## src/hdl/indexed_list_insert_defines.svh

```systemverilog
// assertion macros for the file that carries checks
`ifndef INDEXED_LIST_INSERT_DEFINES_SVH
`define INDEXED_LIST_INSERT_DEFINES_SVH

`ifndef NO_ASSERTIONS
// clocked check, masked while reset is asserted
`define ILI_ASSERT(label, prop, msg) \
    label: assert property (@(posedge clk) disable iff (!rst_n) prop) else $error(msg);
// clocked check that also holds while reset is asserted
`define ILI_ASSERT_NR(label, prop, msg) \
    label: assert property (@(posedge clk) prop) else $error(msg);
`else
`define ILI_ASSERT(label, prop, msg)
`define ILI_ASSERT_NR(label, prop, msg)
`endif

`endif

```

## src/hdl/ili_pkg.sv

```systemverilog
// shared types and constants of the indexed list insert block
`default_nettype none

package ili_pkg;

    // fixed field widths of the item and result transfers
    localparam int SLOT_IN_W  = 7;
    localparam int VALUE_W    = 32;
    localparam int STATUS_W   = 2;
    localparam int NEW_SLOT_W = 6;
    localparam int COUNT_W    = 7;

    typedef logic [STATUS_W-1:0] status_t;

    // result status codes
    localparam status_t ST_OK      = 2'd0;
    localparam status_t ST_FULL    = 2'd1;
    localparam status_t ST_INVALID = 2'd2;

    // commands from the controller to the datapath
    typedef struct packed {
        logic clear_step;
        logic start;
        logic load_err;
        logic rd_idx;
        logic wr1;
        logic wr2;
        logic load_ok;
    } ili_cmd_t;

    // status from the datapath to the controller
    typedef struct packed {
        logic clear_last;
        logic reject;
        logic out_free;
    } ili_stat_t;

endpackage

`default_nettype wire

```

## src/hdl/ili_in_if.sv

```systemverilog
// item channel: insert request
`default_nettype none

interface ili_in_if import ili_pkg::*; ();
    logic                 valid;
    logic                 ready;
    logic                 at_head;
    logic [SLOT_IN_W-1:0] after_slot;
    logic [VALUE_W-1:0]   item_value;

    modport source (output valid, at_head, after_slot, item_value, input ready);
    modport sink   (input valid, at_head, after_slot, item_value, output ready);
endinterface

`default_nettype wire

```

## src/hdl/ili_out_if.sv

```systemverilog
// result channel: insert outcome
`default_nettype none

interface ili_out_if import ili_pkg::*; ();
    logic                  valid;
    logic                  ready;
    status_t               status;
    logic [NEW_SLOT_W-1:0] new_slot;
    logic [COUNT_W-1:0]    entry_count;

    modport source (output valid, status, new_slot, entry_count, input ready);
    modport sink   (input valid, status, new_slot, entry_count, output ready);
endinterface

`default_nettype wire

```

## src/hdl/ili_ram.sv

```systemverilog
// generic single write port ram with registered read
`default_nettype none

module ili_ram #(
    parameter int WIDTH = 8,
    parameter int DEPTH = 64
) (
    input  wire logic                     clk,
    input  wire logic                     we,
    input  wire logic [$clog2(DEPTH)-1:0] waddr,
    input  wire logic [WIDTH-1:0]         wdata,
    input  wire logic                     re,
    input  wire logic [$clog2(DEPTH)-1:0] raddr,
    output logic      [WIDTH-1:0]         rdata
);

    logic [WIDTH-1:0] mem [DEPTH];

    // write port
    always_ff @(posedge clk)
    begin
        if (we)
        begin
            mem[waddr] <= wdata;
        end
    end

    // registered read port
    always_ff @(posedge clk)
    begin
        if (re)
        begin
            rdata <= mem[raddr];
        end
    end

endmodule

`default_nettype wire

```

## src/hdl/ili_ctrl.sv

```systemverilog
// controller state machine sequencing clear pass and insert steps
`default_nettype none

module ili_ctrl import ili_pkg::*; (
    input  wire logic      clk,
    input  wire logic      rst_n,
    input  wire logic      in_valid,
    input  wire ili_stat_t stat,
    output logic           in_ready,
    output ili_cmd_t       cmd
);

    localparam logic [2:0] S_CLEAR = 3'd0;
    localparam logic [2:0] S_IDLE  = 3'd1;
    localparam logic [2:0] S_RDIDX = 3'd2;
    localparam logic [2:0] S_WR1   = 3'd3;
    localparam logic [2:0] S_WR2   = 3'd4;
    localparam logic [2:0] S_HOLD  = 3'd5;

    logic [2:0] state_reg;
    logic [2:0] state_next;

    // take an item only when idle and the result register can be reloaded
    assign in_ready = (state_reg == S_IDLE) && stat.out_free;

    // next state and command decode
    always_comb
    begin
        state_next = state_reg;
        cmd        = '0;
        case (state_reg)
            S_CLEAR:
            begin
                cmd.clear_step = 1'b1;
                if (stat.clear_last)
                begin
                    state_next = S_IDLE;
                end
            end
            S_IDLE:
            begin
                if (in_valid && in_ready)
                begin
                    if (stat.reject)
                    begin
                        cmd.load_err = 1'b1;
                    end
                    else
                    begin
                        cmd.start  = 1'b1;
                        state_next = S_RDIDX;
                    end
                end
            end
            S_RDIDX:
            begin
                cmd.rd_idx = 1'b1;
                state_next = S_WR1;
            end
            S_WR1:
            begin
                cmd.wr1    = 1'b1;
                state_next = S_WR2;
            end
            S_WR2:
            begin
                cmd.wr2 = 1'b1;
                if (stat.out_free)
                begin
                    cmd.load_ok = 1'b1;
                    state_next  = S_IDLE;
                end
                else
                begin
                    state_next = S_HOLD;
                end
            end
            S_HOLD:
            begin
                if (stat.out_free)
                begin
                    cmd.load_ok = 1'b1;
                    state_next  = S_IDLE;
                end
            end
            default:
            begin
                state_next = S_IDLE;
            end
        endcase
    end

    // state register
    always_ff @(posedge clk or negedge rst_n)
    begin
        if (!rst_n)
        begin
            state_reg <= S_CLEAR;
        end
        else
        begin
            state_reg <= state_next;
        end
    end

endmodule

`default_nettype wire

```

## src/hdl/ili_dpath.sv

```systemverilog
// datapath: link memories, free and list heads, count and result register
`default_nettype none

module ili_dpath import ili_pkg::*; #(
    parameter int CAPACITY   = 64,
    parameter int DATA_WIDTH = 32
) (
    input  wire logic                  clk,
    input  wire logic                  rst_n,
    input  wire ili_cmd_t              cmd,
    output ili_stat_t                  stat,
    input  wire logic                  at_head,
    input  wire logic [SLOT_IN_W-1:0]  after_slot,
    input  wire logic [VALUE_W-1:0]    item_value,
    output status_t                    status,
    output logic      [NEW_SLOT_W-1:0] new_slot,
    output logic      [COUNT_W-1:0]    entry_count,
    output logic                       out_valid,
    input  wire logic                  out_ready
);

    localparam int AW = $clog2(CAPACITY);
    localparam int LW = $clog2(CAPACITY + 1);
    localparam int CW = (LW > SLOT_IN_W) ? LW : SLOT_IN_W;
    localparam logic [LW-1:0] NULL_LINK = LW'(CAPACITY);
    localparam logic [AW-1:0] LAST_SLOT = AW'(CAPACITY - 1);

    logic [AW-1:0] clr_cnt_reg, clr_cnt_next;
    logic [LW-1:0] free_head_reg, free_head_next;
    logic [LW-1:0] list_head_reg, list_head_next;
    logic [LW-1:0] count_reg, count_next;
    logic [AW-1:0] node_reg, node_next;
    logic [AW-1:0] idx_reg, idx_next;
    logic          at_head_reg, at_head_next;
    logic [LW-1:0] follow_reg, follow_next;
    logic          out_valid_reg, out_valid_next;
    status_t       status_reg, status_next;
    logic [NEW_SLOT_W-1:0] slot_reg, slot_next;
    logic [COUNT_W-1:0]    cnt_out_reg, cnt_out_next;

    logic          slot_bad;
    logic          store_full;
    logic [LW-1:0] nx_rdata;
    logic [LW-1:0] nx_clamped;
    logic [LW-1:0] follower;

    logic          nx_we, pv_we, nx_re;
    logic [AW-1:0] nx_waddr, pv_waddr, nx_raddr;
    logic [LW-1:0] nx_wdata, pv_wdata;

    // request checks: range first, then fullness
    assign slot_bad   = !at_head && (CW'(after_slot) >= CW'(CAPACITY));
    assign store_full = (free_head_reg == NULL_LINK);

    assign stat.clear_last = (clr_cnt_reg == LAST_SLOT);
    assign stat.reject     = slot_bad || store_full;
    assign stat.out_free   = !out_valid_reg || out_ready;

    // successor of the popped slot, and the node that will follow the new one
    assign nx_clamped = (nx_rdata < NULL_LINK) ? nx_rdata : NULL_LINK;
    assign follower   = at_head_reg ? list_head_reg : nx_rdata;

    // register next values
    always_comb
    begin
        clr_cnt_next   = clr_cnt_reg;
        free_head_next = free_head_reg;
        list_head_next = list_head_reg;
        count_next     = count_reg;
        node_next      = node_reg;
        idx_next       = idx_reg;
        at_head_next   = at_head_reg;
        follow_next    = follow_reg;
        out_valid_next = out_valid_reg;
        status_next    = status_reg;
        slot_next      = slot_reg;
        cnt_out_next   = cnt_out_reg;

        if (cmd.clear_step && !stat.clear_last)
        begin
            clr_cnt_next = clr_cnt_reg + AW'(1);
        end
        if (cmd.start)
        begin
            node_next    = free_head_reg[AW-1:0];
            idx_next     = AW'(after_slot);
            at_head_next = at_head;
        end
        // pop the free slot and count it
        if (cmd.rd_idx)
        begin
            free_head_next = nx_clamped;
            if (count_reg < NULL_LINK)
            begin
                count_next = count_reg + LW'(1);
            end
        end
        if (cmd.wr1)
        begin
            follow_next = follower;
        end
        if (cmd.wr2 && at_head_reg)
        begin
            list_head_next = LW'(node_reg);
        end

        // result register
        if (out_valid_reg && out_ready)
        begin
            out_valid_next = 1'b0;
        end
        if (cmd.load_err)
        begin
            out_valid_next = 1'b1;
            status_next    = slot_bad ? ST_INVALID : ST_FULL;
            slot_next      = '0;
            cnt_out_next   = COUNT_W'(count_reg);
        end
        if (cmd.load_ok)
        begin
            out_valid_next = 1'b1;
            status_next    = ST_OK;
            slot_next      = NEW_SLOT_W'(node_reg);
            cnt_out_next   = COUNT_W'(count_reg);
        end
    end

    // next link memory ports
    always_comb
    begin
        nx_we    = 1'b0;
        nx_waddr = clr_cnt_reg;
        nx_wdata = LW'(clr_cnt_reg) + LW'(1);
        if (cmd.clear_step)
        begin
            nx_we = 1'b1;
        end
        else if (cmd.wr1)
        begin
            nx_we    = 1'b1;
            nx_waddr = node_reg;
            nx_wdata = follower;
        end
        else if (cmd.wr2 && !at_head_reg)
        begin
            nx_we    = 1'b1;
            nx_waddr = idx_reg;
            nx_wdata = LW'(node_reg);
        end
        nx_re    = cmd.start || cmd.rd_idx;
        nx_raddr = cmd.rd_idx ? idx_reg : free_head_reg[AW-1:0];
    end

    // prev link memory port
    always_comb
    begin
        pv_we    = 1'b0;
        pv_waddr = clr_cnt_reg;
        pv_wdata = NULL_LINK;
        if (cmd.clear_step)
        begin
            pv_we = 1'b1;
        end
        else if (cmd.wr1)
        begin
            pv_we    = 1'b1;
            pv_waddr = node_reg;
            pv_wdata = at_head_reg ? NULL_LINK : LW'(idx_reg);
        end
        else if (cmd.wr2 && (follow_reg != NULL_LINK))
        begin
            pv_we    = 1'b1;
            pv_waddr = follow_reg[AW-1:0];
            pv_wdata = LW'(node_reg);
        end
    end

    ili_ram #(.WIDTH(LW), .DEPTH(CAPACITY)) u_next_ram (
        .clk   (clk),
        .we    (nx_we),
        .waddr (nx_waddr),
        .wdata (nx_wdata),
        .re    (nx_re),
        .raddr (nx_raddr),
        .rdata (nx_rdata)
    );

    ili_ram #(.WIDTH(LW), .DEPTH(CAPACITY)) u_prev_ram (
        .clk   (clk),
        .we    (pv_we),
        .waddr (pv_waddr),
        .wdata (pv_wdata),
        .re    (1'b0),
        .raddr ('0),
        .rdata ()
    );

    // payload written into the popped slot as the item is taken
    ili_ram #(.WIDTH(DATA_WIDTH), .DEPTH(CAPACITY)) u_payload_ram (
        .clk   (clk),
        .we    (cmd.start),
        .waddr (free_head_reg[AW-1:0]),
        .wdata (DATA_WIDTH'(item_value)),
        .re    (1'b0),
        .raddr ('0),
        .rdata ()
    );

    // control registers
    always_ff @(posedge clk or negedge rst_n)
    begin
        if (!rst_n)
        begin
            clr_cnt_reg   <= '0;
            free_head_reg <= '0;
            list_head_reg <= NULL_LINK;
            count_reg     <= '0;
            out_valid_reg <= 1'b0;
        end
        else
        begin
            clr_cnt_reg   <= clr_cnt_next;
            free_head_reg <= free_head_next;
            list_head_reg <= list_head_next;
            count_reg     <= count_next;
            out_valid_reg <= out_valid_next;
        end
    end

    // payload registers
    always_ff @(posedge clk)
    begin
        node_reg    <= node_next;
        idx_reg     <= idx_next;
        at_head_reg <= at_head_next;
        follow_reg  <= follow_next;
        status_reg  <= status_next;
        slot_reg    <= slot_next;
        cnt_out_reg <= cnt_out_next;
    end

    assign status      = status_reg;
    assign new_slot    = slot_reg;
    assign entry_count = cnt_out_reg;
    assign out_valid   = out_valid_reg;

endmodule

`default_nettype wire

```

## src/hdl/indexed_list_insert.sv

```systemverilog
// top level of the indexed list insert block
//
//  channel  dir  fields                              transfer when
//  req      in   at_head, after_slot, item_value     req.valid && req.ready
//  rsp      out  status, new_slot, entry_count       rsp.valid && rsp.ready
//
// an insert runs these steps from the transfer on: the successor read issued
// with the transfer, read of the follower, node link writes, then splice writes; the
// result loads with the splice writes if the result register is free, else after a hold
// a new insert is not taken until the previous one has loaded its result
// a full store or bad slot loads its result at the transfer edge, valid next cycle
// after reset a clearing pass over every slot rebuilds the links, req.ready low
// a held result blocks a new transfer until the result is taken
`default_nettype none
`include "indexed_list_insert_defines.svh"

module indexed_list_insert import ili_pkg::*; #(
    parameter int CAPACITY   = 64,
    parameter int DATA_WIDTH = 32
) (
    input wire logic  clk,
    input wire logic  rst_n,
    ili_in_if.sink    req,
    ili_out_if.source rsp
);

    ili_cmd_t  cmd;
    ili_stat_t stat;
    logic      in_ready;

    assign req.ready = in_ready;

    // sequencer
    ili_ctrl u_ctrl (
        .clk      (clk),
        .rst_n    (rst_n),
        .in_valid (req.valid),
        .stat     (stat),
        .in_ready (in_ready),
        .cmd      (cmd)
    );

    // link memories and registers
    ili_dpath #(
        .CAPACITY   (CAPACITY),
        .DATA_WIDTH (DATA_WIDTH)
    ) u_dpath (
        .clk         (clk),
        .rst_n       (rst_n),
        .cmd         (cmd),
        .stat        (stat),
        .at_head     (req.at_head),
        .after_slot  (req.after_slot),
        .item_value  (req.item_value),
        .status      (rsp.status),
        .new_slot    (rsp.new_slot),
        .entry_count (rsp.entry_count),
        .out_valid   (rsp.valid),
        .out_ready   (rsp.ready)
    );

    // checks
    `ILI_ASSERT(a_no_take_in_clear, cmd.clear_step |-> !req.ready, "item taken during clear pass")
    `ILI_ASSERT_NR(a_err_slot_zero, (rsp.valid && rsp.status != ST_OK) |-> (rsp.new_slot == '0), "error result with nonzero slot")
    `ILI_ASSERT(a_no_overwrite, (cmd.load_ok || cmd.load_err) |-> (!rsp.valid || rsp.ready), "result register overwritten")
    `ILI_ASSERT(a_start_then_read, cmd.start |=> cmd.rd_idx, "insert sequence broken after start")

endmodule

`default_nettype wire
```

## src/flat_wrapper.sv

```systemverilog
// flat-port wrapper written by rule: the top's interface ports become plain ports
module indexed_list_insert_flat import ili_pkg::*;
#(
    parameter int CAPACITY   = 64,
    parameter int DATA_WIDTH = 32
)
  (clk, rst_n, req_valid, req_at_head, req_after_slot, req_item_value, req_ready, rsp_valid, rsp_status, rsp_new_slot, rsp_entry_count, rsp_ready);
  ili_in_if req_i ();
  ili_out_if rsp_i ();
  input wire logic clk;
  input wire logic rst_n;
  input wire logic [$bits(req_i.valid)-1:0] req_valid;
  input wire logic [$bits(req_i.at_head)-1:0] req_at_head;
  input wire logic [$bits(req_i.after_slot)-1:0] req_after_slot;
  input wire logic [$bits(req_i.item_value)-1:0] req_item_value;
  output wire logic [$bits(req_i.ready)-1:0] req_ready;
  output wire logic [$bits(rsp_i.valid)-1:0] rsp_valid;
  output wire logic [$bits(rsp_i.status)-1:0] rsp_status;
  output wire logic [$bits(rsp_i.new_slot)-1:0] rsp_new_slot;
  output wire logic [$bits(rsp_i.entry_count)-1:0] rsp_entry_count;
  input wire logic [$bits(rsp_i.ready)-1:0] rsp_ready;
  assign req_i.valid = req_valid;
  assign req_i.at_head = req_at_head;
  assign req_i.after_slot = req_after_slot;
  assign req_i.item_value = req_item_value;
  assign req_ready = req_i.ready;
  assign rsp_valid = rsp_i.valid;
  assign rsp_status = rsp_i.status;
  assign rsp_new_slot = rsp_i.new_slot;
  assign rsp_entry_count = rsp_i.entry_count;
  assign rsp_i.ready = rsp_ready;
  indexed_list_insert #(.CAPACITY(CAPACITY), .DATA_WIDTH(DATA_WIDTH)) u_core (.clk(clk), .rst_n(rst_n), .req(req_i), .rsp(rsp_i));
endmodule
```

## config.mk

```make
export PLATFORM = sky130hd
export DESIGN_NAME = indexed_list_insert_flat
export DESIGN_NICKNAME = d
export VERILOG_FILES = /design/src/hdl/ili_pkg.sv /design/src/hdl/ili_in_if.sv /design/src/hdl/ili_out_if.sv /design/src/hdl/ili_ram.sv /design/src/hdl/ili_ctrl.sv /design/src/hdl/ili_dpath.sv /design/src/hdl/indexed_list_insert.sv /design/src/flat_wrapper.sv
export VERILOG_INCLUDE_DIRS = /design/src /design/src/hdl
export SDC_FILE = /design/constraint.sdc
export NUM_CORES = 1
export LEC_CHECK = 0
export BUFFER_PORTS_ARGS = -buffer_cell sky130_fd_sc_hd__buf_2
export CAP_MARGIN = 20
export CORE_UTILIZATION = 53
export CTS_CLUSTER_SIZE = 14
export DETAILED_ROUTE_END_ITERATION = 7
export PLACE_DENSITY = 0.7
export RECOVER_POWER = 25
export SETUP_SLACK_MARGIN = 0.2
export SYNTH_ARGS = -nofsm -noshare
export SYNTH_HDL_FRONTEND = slang
export SYNTH_HIERARCHICAL = 1
export SYNTH_SLANG_ARGS = --single-unit
export TNS_END_PERCENT = 1
```

## constraint.sdc

```tcl
create_clock -name clk -period 10.93 [get_ports clk]
set_clock_uncertainty 0.15 [all_clocks]
set_input_delay 0 -clock clk [delete_from_list [all_inputs] [get_ports clk]]
set_output_delay 0 -clock clk [all_outputs]
set_load 0.01 [all_outputs]
```

Yosys cells after proc, flatten, opt, wreduce, memory -nomap -nowiden --
Memories as Yosys holds them, arrays and structs flattened. A register that Yosys moved wholly into a read port is not among the register bits. Cells that the tools add are included.
Storage, ports and cells: register bits after elaboration 59, memories 1, output and inout port bits 17, logic and storage cells 88, memory bits (writable) 448
Memory list:
- u_core.u_dpath.u_next_ram.mem | depth 64, width 7, read ports 1, clocked after memory_dff 1, write ports 1, line ili_ram.sv:17 | logic [WIDTH-1:0] mem [DEPTH];
Operators by class: add/sub/neg operators 3, mux-type cells 38, reductions and logical operators 20, order comparisons 3, equal/unequal tests 11
Operators by type and width (number):
- $mux W7 | 7
- $mux W6 | 6
- $pmux W3 S6 | 1
- $mux W1 | 16
- $mux W3 | 5
- $lt A7 B7 Y1 const B | 2
- $add A6 B1 Y7 const B | 1
- $add A7 B1 Y7 const B | 1
- $eq A7 B7 Y1 const B | 1
- $ge A7 B7 Y1 const B | 1
- $logic_and A1 B1 Y1 | 7
- $add A6 B1 Y6 const B | 1
- $eq A3 B2 Y1 const B | 2
- $eq A3 B3 Y1 const B | 2
- $eq A6 B6 Y1 const B | 1
- $mux W2 | 3
- $ne A2 B2 Y1 const B | 3
- $logic_not A1 Y1 | 4
- $reduce_and A4 Y1 | 1
- $eq A3 B1 Y1 const B | 1
- $logic_not A3 Y1 | 1
- $logic_or A1 B1 Y1 | 3
- $reduce_bool A3 Y1 | 1
- $ne A2 B1 Y1 const B | 1
- other kinds (3) | 3

Depth between registers and ports, before layout --
Gate-level depths: netlist of run 1.
word-level depth 8, depth in mapped cells 12, depth with buffers taken out 9

Modules after synthesis --
The synthesis of run 1 kept the hierarchy.
Modules (own cells, without submodules):
- ili_ram | area each 17705.7 sq um, sequential area each 13663.1 sq um, instances 1, cells an instance 827
- ili_dpath | area each 2617.5 sq um, sequential area each 1522.7 sq um, instances 1, cells an instance 218
- ili_ctrl | area each 187.7 sq um, sequential area each 75.1 sq um, instances 1, cells an instance 21

Worst setup path before layout of run 1 --
No wires, ideal clock.
kind reg-to-reg, start register u_core.u_ctrl.state_reg[1], end memory u_core/u_dpath/u_next_ram/mem[0][0] (netlist name) (data pin), path buffers 1, data arrival time 3.789 ns, setup time 0.740 ns, clock period less this slack 4.679 ns, setup slack 6.251 ns, stages on the path, launching flop included 8, path through dfrtp_1 -> nand2b_1 -> nor2_1 -> nand2b_4 -> buf_6 -> nand2_1 -> a21oi_1 -> a221oi_1
RTL lines:
- from (decl) | line ili_ctrl.sv:20 | logic [2:0] state_reg;
- from (signal assigned) | line ili_ctrl.sv:102 | state_reg <= state_next;
- to (decl) | line ili_ram.sv:17

==> impl_metrics.tcl, run 1 <==
set metrics [dict create \
    largest_register "u_core/u_dpath/u_next_ram/mem" \
    p_leak_nw 7.21 \
    cts_inserted_buffers 51 \
    tns_ps 0 \
    drtAntennaViolNets 0 \
    pin_count 61 \
    r2r_cells 10 \
    synth.top_cell.area_share_pct 70.4 \
    grt_first_pass_wirelength_mm 64.4 \
    drcViolationCount 0 \
    end_kind "flop" \
    synth_ff_type "edfxtp_1" \
    final-hold-violation-count 0 \
    crit_fanout 46 \
    via_per_inst 6.12 \
    synth_async_sr_flop_share_pct 6.03 \
    p_per_area_mw_per_mm2 288 \
    synth-edff-count 481 \
    finalNetCount 1183 \
    synth_common_cells "edfxtp_1, mux4_2, nor2_1" \
    grtUsageTotal_pct 22.6 \
    vias 10300 \
    clock_path_buffers 3 \
    start_util_pct 54.2 \
    status "complete, but fails checks" \
    yosys.area.top_type "edfxtp_1" \
    max_freq_ghz 0.190 \
    worstHoldStart "rsp_ready" \
    synth_cells 1066 \
    die_y_microns 199 \
    insertion_delay_ps 590 \
    yosysMostFrequentCell "edfxtp_1" \
    gp_congestion 0.840 \
    fp.dieW_microns 199 \
    synthesis.nets 1112 \
    area_growth_pct 12.0 \
    crit_required_ps 11110 \
    syn_avg_cell_area_sq_um 19.2 \
    cp-start-kind "flop" \
    drt_iter0_markers 874 \
    period_needed_ps 5270 \
    crit_type "flop to flop" \
    ir_drop_uv 192 \
    hp-class "primary input to flop" \
    wl_per_cell_microns 25.3 \
    post-route-period-util_pct 48.2 \
    cap_violations 3 \
    diodes 0 \
    drv_slew 122 \
    worstMarginPinSlew_ps 2760 \
    antenna_found_initial 0 \
    dieArea_sq_mm 0.0395 \
    cts.clk_slew.worst_paths_ps 60 \
    largest_reg_flops 448 \
    yosysWarnings 6 \
    synth_area_sq_mm 0.0205 \
    power_mw 6.61 \
    ys_ff_latch 514 \
    synth_area_leaders "edfxtp_1, mux4_2, dfrtp_1, nor2_1, mux2i_1" \
    max-slew-margin-rel_pct -84.3 \
    finalSetupViolations 0 \
    yosysSeqAreaShare_pct 74.4 \
    rsz0062_at_grt "no" \
    fin_cells 1687 \
    rows 71 \
    timing.hold.ws_ps 173 \
    min_to "u_core/u_dpath/out_valid" \
    grt-ovfl-total 0 \
    drt-total-wl_mm 42.6 \
    cts_root_buffer "clkbuf_16" \
    drive_gt1_share_pct 20.1 \
    coreArea_sq_mm 0.0378 \
    dr.pass1.iters 5 \
    violations "max-capacitance violations, max-slew violations" \
    hold_depth 4 \
    tritoncts "yes" \
    arrival_ps 5450 \
    synth_cell_type_count 62 \
    htree_num_levels 2 \
    r2r_start "u_core/u_ctrl/state_reg[0]" \
    r2r-end "u_core/u_dpath/u_next_ram/rdata[2]" \
    grt_pass1_vias 10400 \
    r2r_slack_ps 5660 \
    numClockSinks 514 \
    dp_hpwl_mm 25.5 \
    port_buffers 28 \
    grt_max_degree 65 \
    dp_cells 1569 \
]
## worst max path at each step
stage / start / to / slack [ps] / depth (start not counted)
2_1_floorplan: u_core/u_ctrl/state_reg[1] / u_core/u_dpath/u_next_ram/mem[0][0] / 6250 / 7
3_3_place_gp: u_core/u_ctrl/state_reg[1] / u_core/u_dpath/u_next_ram/mem[46][5] / 6360 / 7
3_5_place_dp: u_core/u_ctrl/state_reg[1] / u_core/u_dpath/u_next_ram/mem[46][4] / 6220 / 7
4_1_cts: u_core/u_ctrl/state_reg[1] / u_core/u_dpath/u_next_ram/mem[46][6] / 6170 / 7
5_1_grt: u_core/u_ctrl/state_reg[1] / u_core/u_dpath/u_next_ram/rdata[0] / 5320 / 10
6_report: u_core/u_ctrl/state_reg[0] / u_core/u_dpath/u_next_ram/rdata[2] / 5660 / 10
## per-stage QoR
step | cell area, sq um | utilization, % | worst slack, ps
finish | 23000 | 60.7 | 5660
global placement | 21200 | 56.1 | 6360
global route | 23000 | 60.7 | 5320
detailed placement | 21200 | 56.1 | 6220
CTS | 23000 | 60.8 | 6170
floorplan | 20500 | - | 6250
## worst max-delay path, stage by stage (launching register included)
cell and delay, ps:
dfrtp_1 440, nor3b_1 210, clkbuf_1 990, nand2_1 240, o21ai_4 200, buf_4 660, buf_4 670, mux4_2 600
mux2_2 300, o22ai_1 300, o31ai_1 140
## repair_timing
action	4_1_cts	5_1_grt
hold buffers	21	0
setup buffers	0	0
resized for setup	0	0
endpoints found under the hold margin	64	0
## metal layers
layer  vias up  global-route usage (%)  routed length (microns)
met5         -                       0                        0
met4         0                    8.52                     1270
met3        89                    4.10                     3170
met2       419                    36.6                    20900
met1      5334                    31.0                    17300
li1       4478                       -                        -
## area by class of cell
type,instances,area [sq um]
Tap cell,511,639
Inverter,12,45.0
Timing Repair Buffer,73,505
Fill cell,2726,14900
Sequential cell,514,15300
Clock buffer,64,1340
Clock inverter,28,214
Multi-Input combinational cell,485,4970
## cells by family after synthesis
logic type | count (synthesis) | share of synthesized area [%]
AND/OR/NAND/NOR | 210 | 5.15
AO/OA/AOI/OAI | 114 | 3.93
flip-flops | 514 | 74.4
adder cells (fa/ha/maj) | 2 | 0.122
multiplexers | 147 | 14.1
XOR/XNOR | 12 | 0.512
buffers and inverters | 67 | 1.79
## report_power, final
group          internal, mW  switching (mW)
Clock                 0.916           0.710
Sequential             2.81          0.0966
Combinational         0.703            1.37
Total                  4.43            2.18
## placed cells by master, fill, tap and decap left out, types with 11 or more instances in the layout
| master | n |
|---|---|
| dlygate4sd3_1 | 20 |
| nand2_1 | 33 |
| mux2i_1 | 24 |
| nand3_1 | 15 |
| edfxtp_1 | 481 |
| inv_1 | 12 |
| a21oi_1 | 12 |
| nand2b_1 | 11 |
| clkbuf_1 | 36 |
| o21ai_0 | 16 |
| dfrtp_1 | 30 |
| a22oi_1 | 15 |
| nor3_1 | 11 |
| o22ai_1 | 13 |
| nor2_1 | 86 |
| mux4_2 | 112 |
| buf_4 | 16 |
| clkinv_1 | 13 |
| clkbuf_16 | 51 |
(Power assumes the default switching activity.)
==> run 2, diff against run 1 <==
==> constraint.sdc (replaced) <==
create_clock -name clk -period 5.1 [get_ports clk]
set_clock_uncertainty 0.15 [all_clocks]
set_input_delay 0 -clock clk [delete_from_list [all_inputs] [get_ports clk]]
set_output_delay 0 -clock clk [all_outputs]
set_load 0.01 [all_outputs]
==> impl_metrics.tcl, run 2 (synthesis gave the netlist of run 1 again) <==
set metrics [dict create \
    r2r-end "u_core/u_dpath/u_next_ram/rdata[0]" \
    pin_count 61 \
    insertion_delay_ps 600 \
    rows 71 \
    die_y_microns 199 \
    clock_path_buffers 3 \
    cts_resized 0 \
    dp_cells 1572 \
    end_kind "flop" \
    htree_num_levels 2 \
    min_to "u_core/u_dpath/out_valid" \
    finalSetupViolations 0 \
    fp.dieW_microns 199 \
    rsz0062_at_grt "no" \
    status "complete, but fails checks" \
    gp_congestion 0.888 \
    crit_required_ps 5280 \
    final-hold-violation-count 0 \
    cts.clk_slew.worst_paths_ps 60 \
    final_cell_mix "edfxtp_1, mux4_2, nor2_1" \
    tns_ps 0 \
    cap_violations 3 \
    cts_inserted_buffers 50 \
    grt-ovfl-total 0 \
    worstMarginPinSlew_ps 1880 \
    cp-start-kind "flop" \
    cts_root_buffer "clkbuf_16" \
    dieArea_sq_mm 0.0395 \
    finalNetCount 1181 \
    mostFrequentLayoutCell "edfxtp_1" \
    crit_type "flop to flop" \
    arrival_ps 4720 \
    post-route-period-util_pct 89.0 \
    hp-class "primary input to flop" \
    via_per_inst 6.12 \
    start_util_pct 54.2 \
    grt_first_pass_wirelength_mm 64.2 \
    drive_gt1_share_pct 20.1 \
    r2r_cells 9 \
    tritoncts "yes" \
    crit_fanout 25 \
    drv_slew 109 \
    n_fill_cell 2709 \
    period_needed_ps 4540 \
    fin_cells 1684 \
    p_leak_nw 7.18 \
    hold_depth 4 \
    violations "max-capacitance violations, max-slew violations" \
    largest_register "u_core/u_dpath/u_next_ram/mem" \
    worstHoldStart "rsp_ready" \
    grt_pass1_vias 10400 \
    grt_max_degree 65 \
    path_cells "nor3b_1 > clkbuf_1 > nand2_1 > o21ai_4 > buf_4 > mux4_2 > mux2i_1 > a21oi_1 > a41o_1" \
    max-slew-margin-rel_pct -25.9 \
    coreArea_sq_mm 0.0378 \
    max_freq_ghz 0.220 \
    antenna_found_initial 0 \
    largest_reg_flops 448 \
    diodes 0 \
    r2r_slack_ps 560 \
    drcViolationCount 0 \
    wl_per_cell_microns 25.6 \
    p_per_area_mw_per_mm2 616 \
    dp_hpwl_mm 26.2 \
    dr.pass1.iters 5 \
    area_growth_pct 11.9 \
    grtUsageTotal_pct 22.7 \
    slowest_delay_ps 1010 \
    port_buffers 28 \
    cp_slowest_cell "clkbuf_1" \
    numClockSinks 514 \
    drt-total-wl_mm 43.0 \
    drtAntennaViolNets 0 \
    ir_drop_uv 489 \
    vias 10300 \
    r2r_start "u_core/u_ctrl/state_reg[2]" \
    drt_iter0_markers 926 \
]
run 2: cell count changes in the layout (fill, tap and decap cells not counted), moves of 2 or more:
cell / change
buf_12: +4
clkinvlp_4: +4
clkbuf_1: -3
clkbuf_4: -3
clkbuf_8: +2
clkinv_1: -2
inv_6: -2
nand2b_4: -2
run 2: how the worst max path moves through the flow:
| stage | startpoint | endpoint | slack, ps |
|---|---|---|---|
| after floorplan | u_core/u_ctrl/state_reg[1] | u_core/u_dpath/u_next_ram/mem[0][0] | 420 |
| after global placement | u_core/u_ctrl/state_reg[0] | u_core/u_dpath/u_next_ram/mem[47][1] | 910 |
| after detailed placement | u_core/u_ctrl/state_reg[0] | u_core/u_dpath/u_next_ram/mem[47][1] | 890 |
| after CTS | u_core/u_ctrl/state_reg[0] | u_core/u_dpath/u_next_ram/mem[47][2] | 860 |
| after global routing | u_core/u_ctrl/state_reg[1] | u_core/u_dpath/u_next_ram/mem[47][2] | 300 |
| final | u_core/u_ctrl/state_reg[2] | u_core/u_dpath/u_next_ram/rdata[0] | 560 |
run 2: power breakdown:
part | internal, mW | switching, mW | leakage (nW)
logic | 1.50 | 2.95 | 1.71
clock network | 1.95 | 1.52 | 0.743
registers | 6.00 | 0.211 | 4.73
total | 9.45 | 4.69 | 7.18
run 2: routing by layer:
layer  vias to the layer above  wire length (microns)  GRT usage (%)
met5                         -                      0              0
met4                         0                   1560           9.66
met3                        99                   3310           4.02
met2                       453                  20700           35.8
met1                      5285                  17500           31.4
li1                       4474                      -              -
run 2: final cells by class:
class,instances,area [sq um],share of cell area (%)
clock inverters,28,215,0.937
repair buffers,72,528,2.30
inverters,12,45.0,0.196
multi-input cells,485,4940,21.5
well taps,511,639,2.79
flip-flops and latches,514,15300,66.5
clock buffers,62,1330,5.78
run 2: timing repair:
action / 4_1_cts / 5_1_grt
setup buffers: 0 / 0
endpoints found under the hold margin: 57 / 0
hold buffers: 21 / 0
run 2: per-stage QoR:
| step | power (mW) | cell area [sq um] | setup WS [ps] | utilization [%] | hold WS, ps |
|---|---|---|---|---|---|
| after floorplan | 9.24 | 20500 | 421 | - | -446 |
| after global placement | 10.7 | 21300 | 908 | 56.3 | -47.1 |
| after detailed placement | 10.8 | 21300 | 893 | 56.3 | -30.0 |
| after CTS | 14.3 | 23100 | 860 | 61.0 | 186 |
| after global routing | 14.7 | 23000 | 299 | 60.7 | 279 |
| final | 14.1 | 23000 | 562 | 60.7 | 218 |
run 2: critical path: cells and delay by family (launching register included):
kind | cells | cell delay, ps
DFF | 1 | 460
AOI/OAI and AO/OA | 3 | 870
muxes | 2 | 860
and+or+nand+nor | 2 | 450
buffers and inverters | 2 | 1470
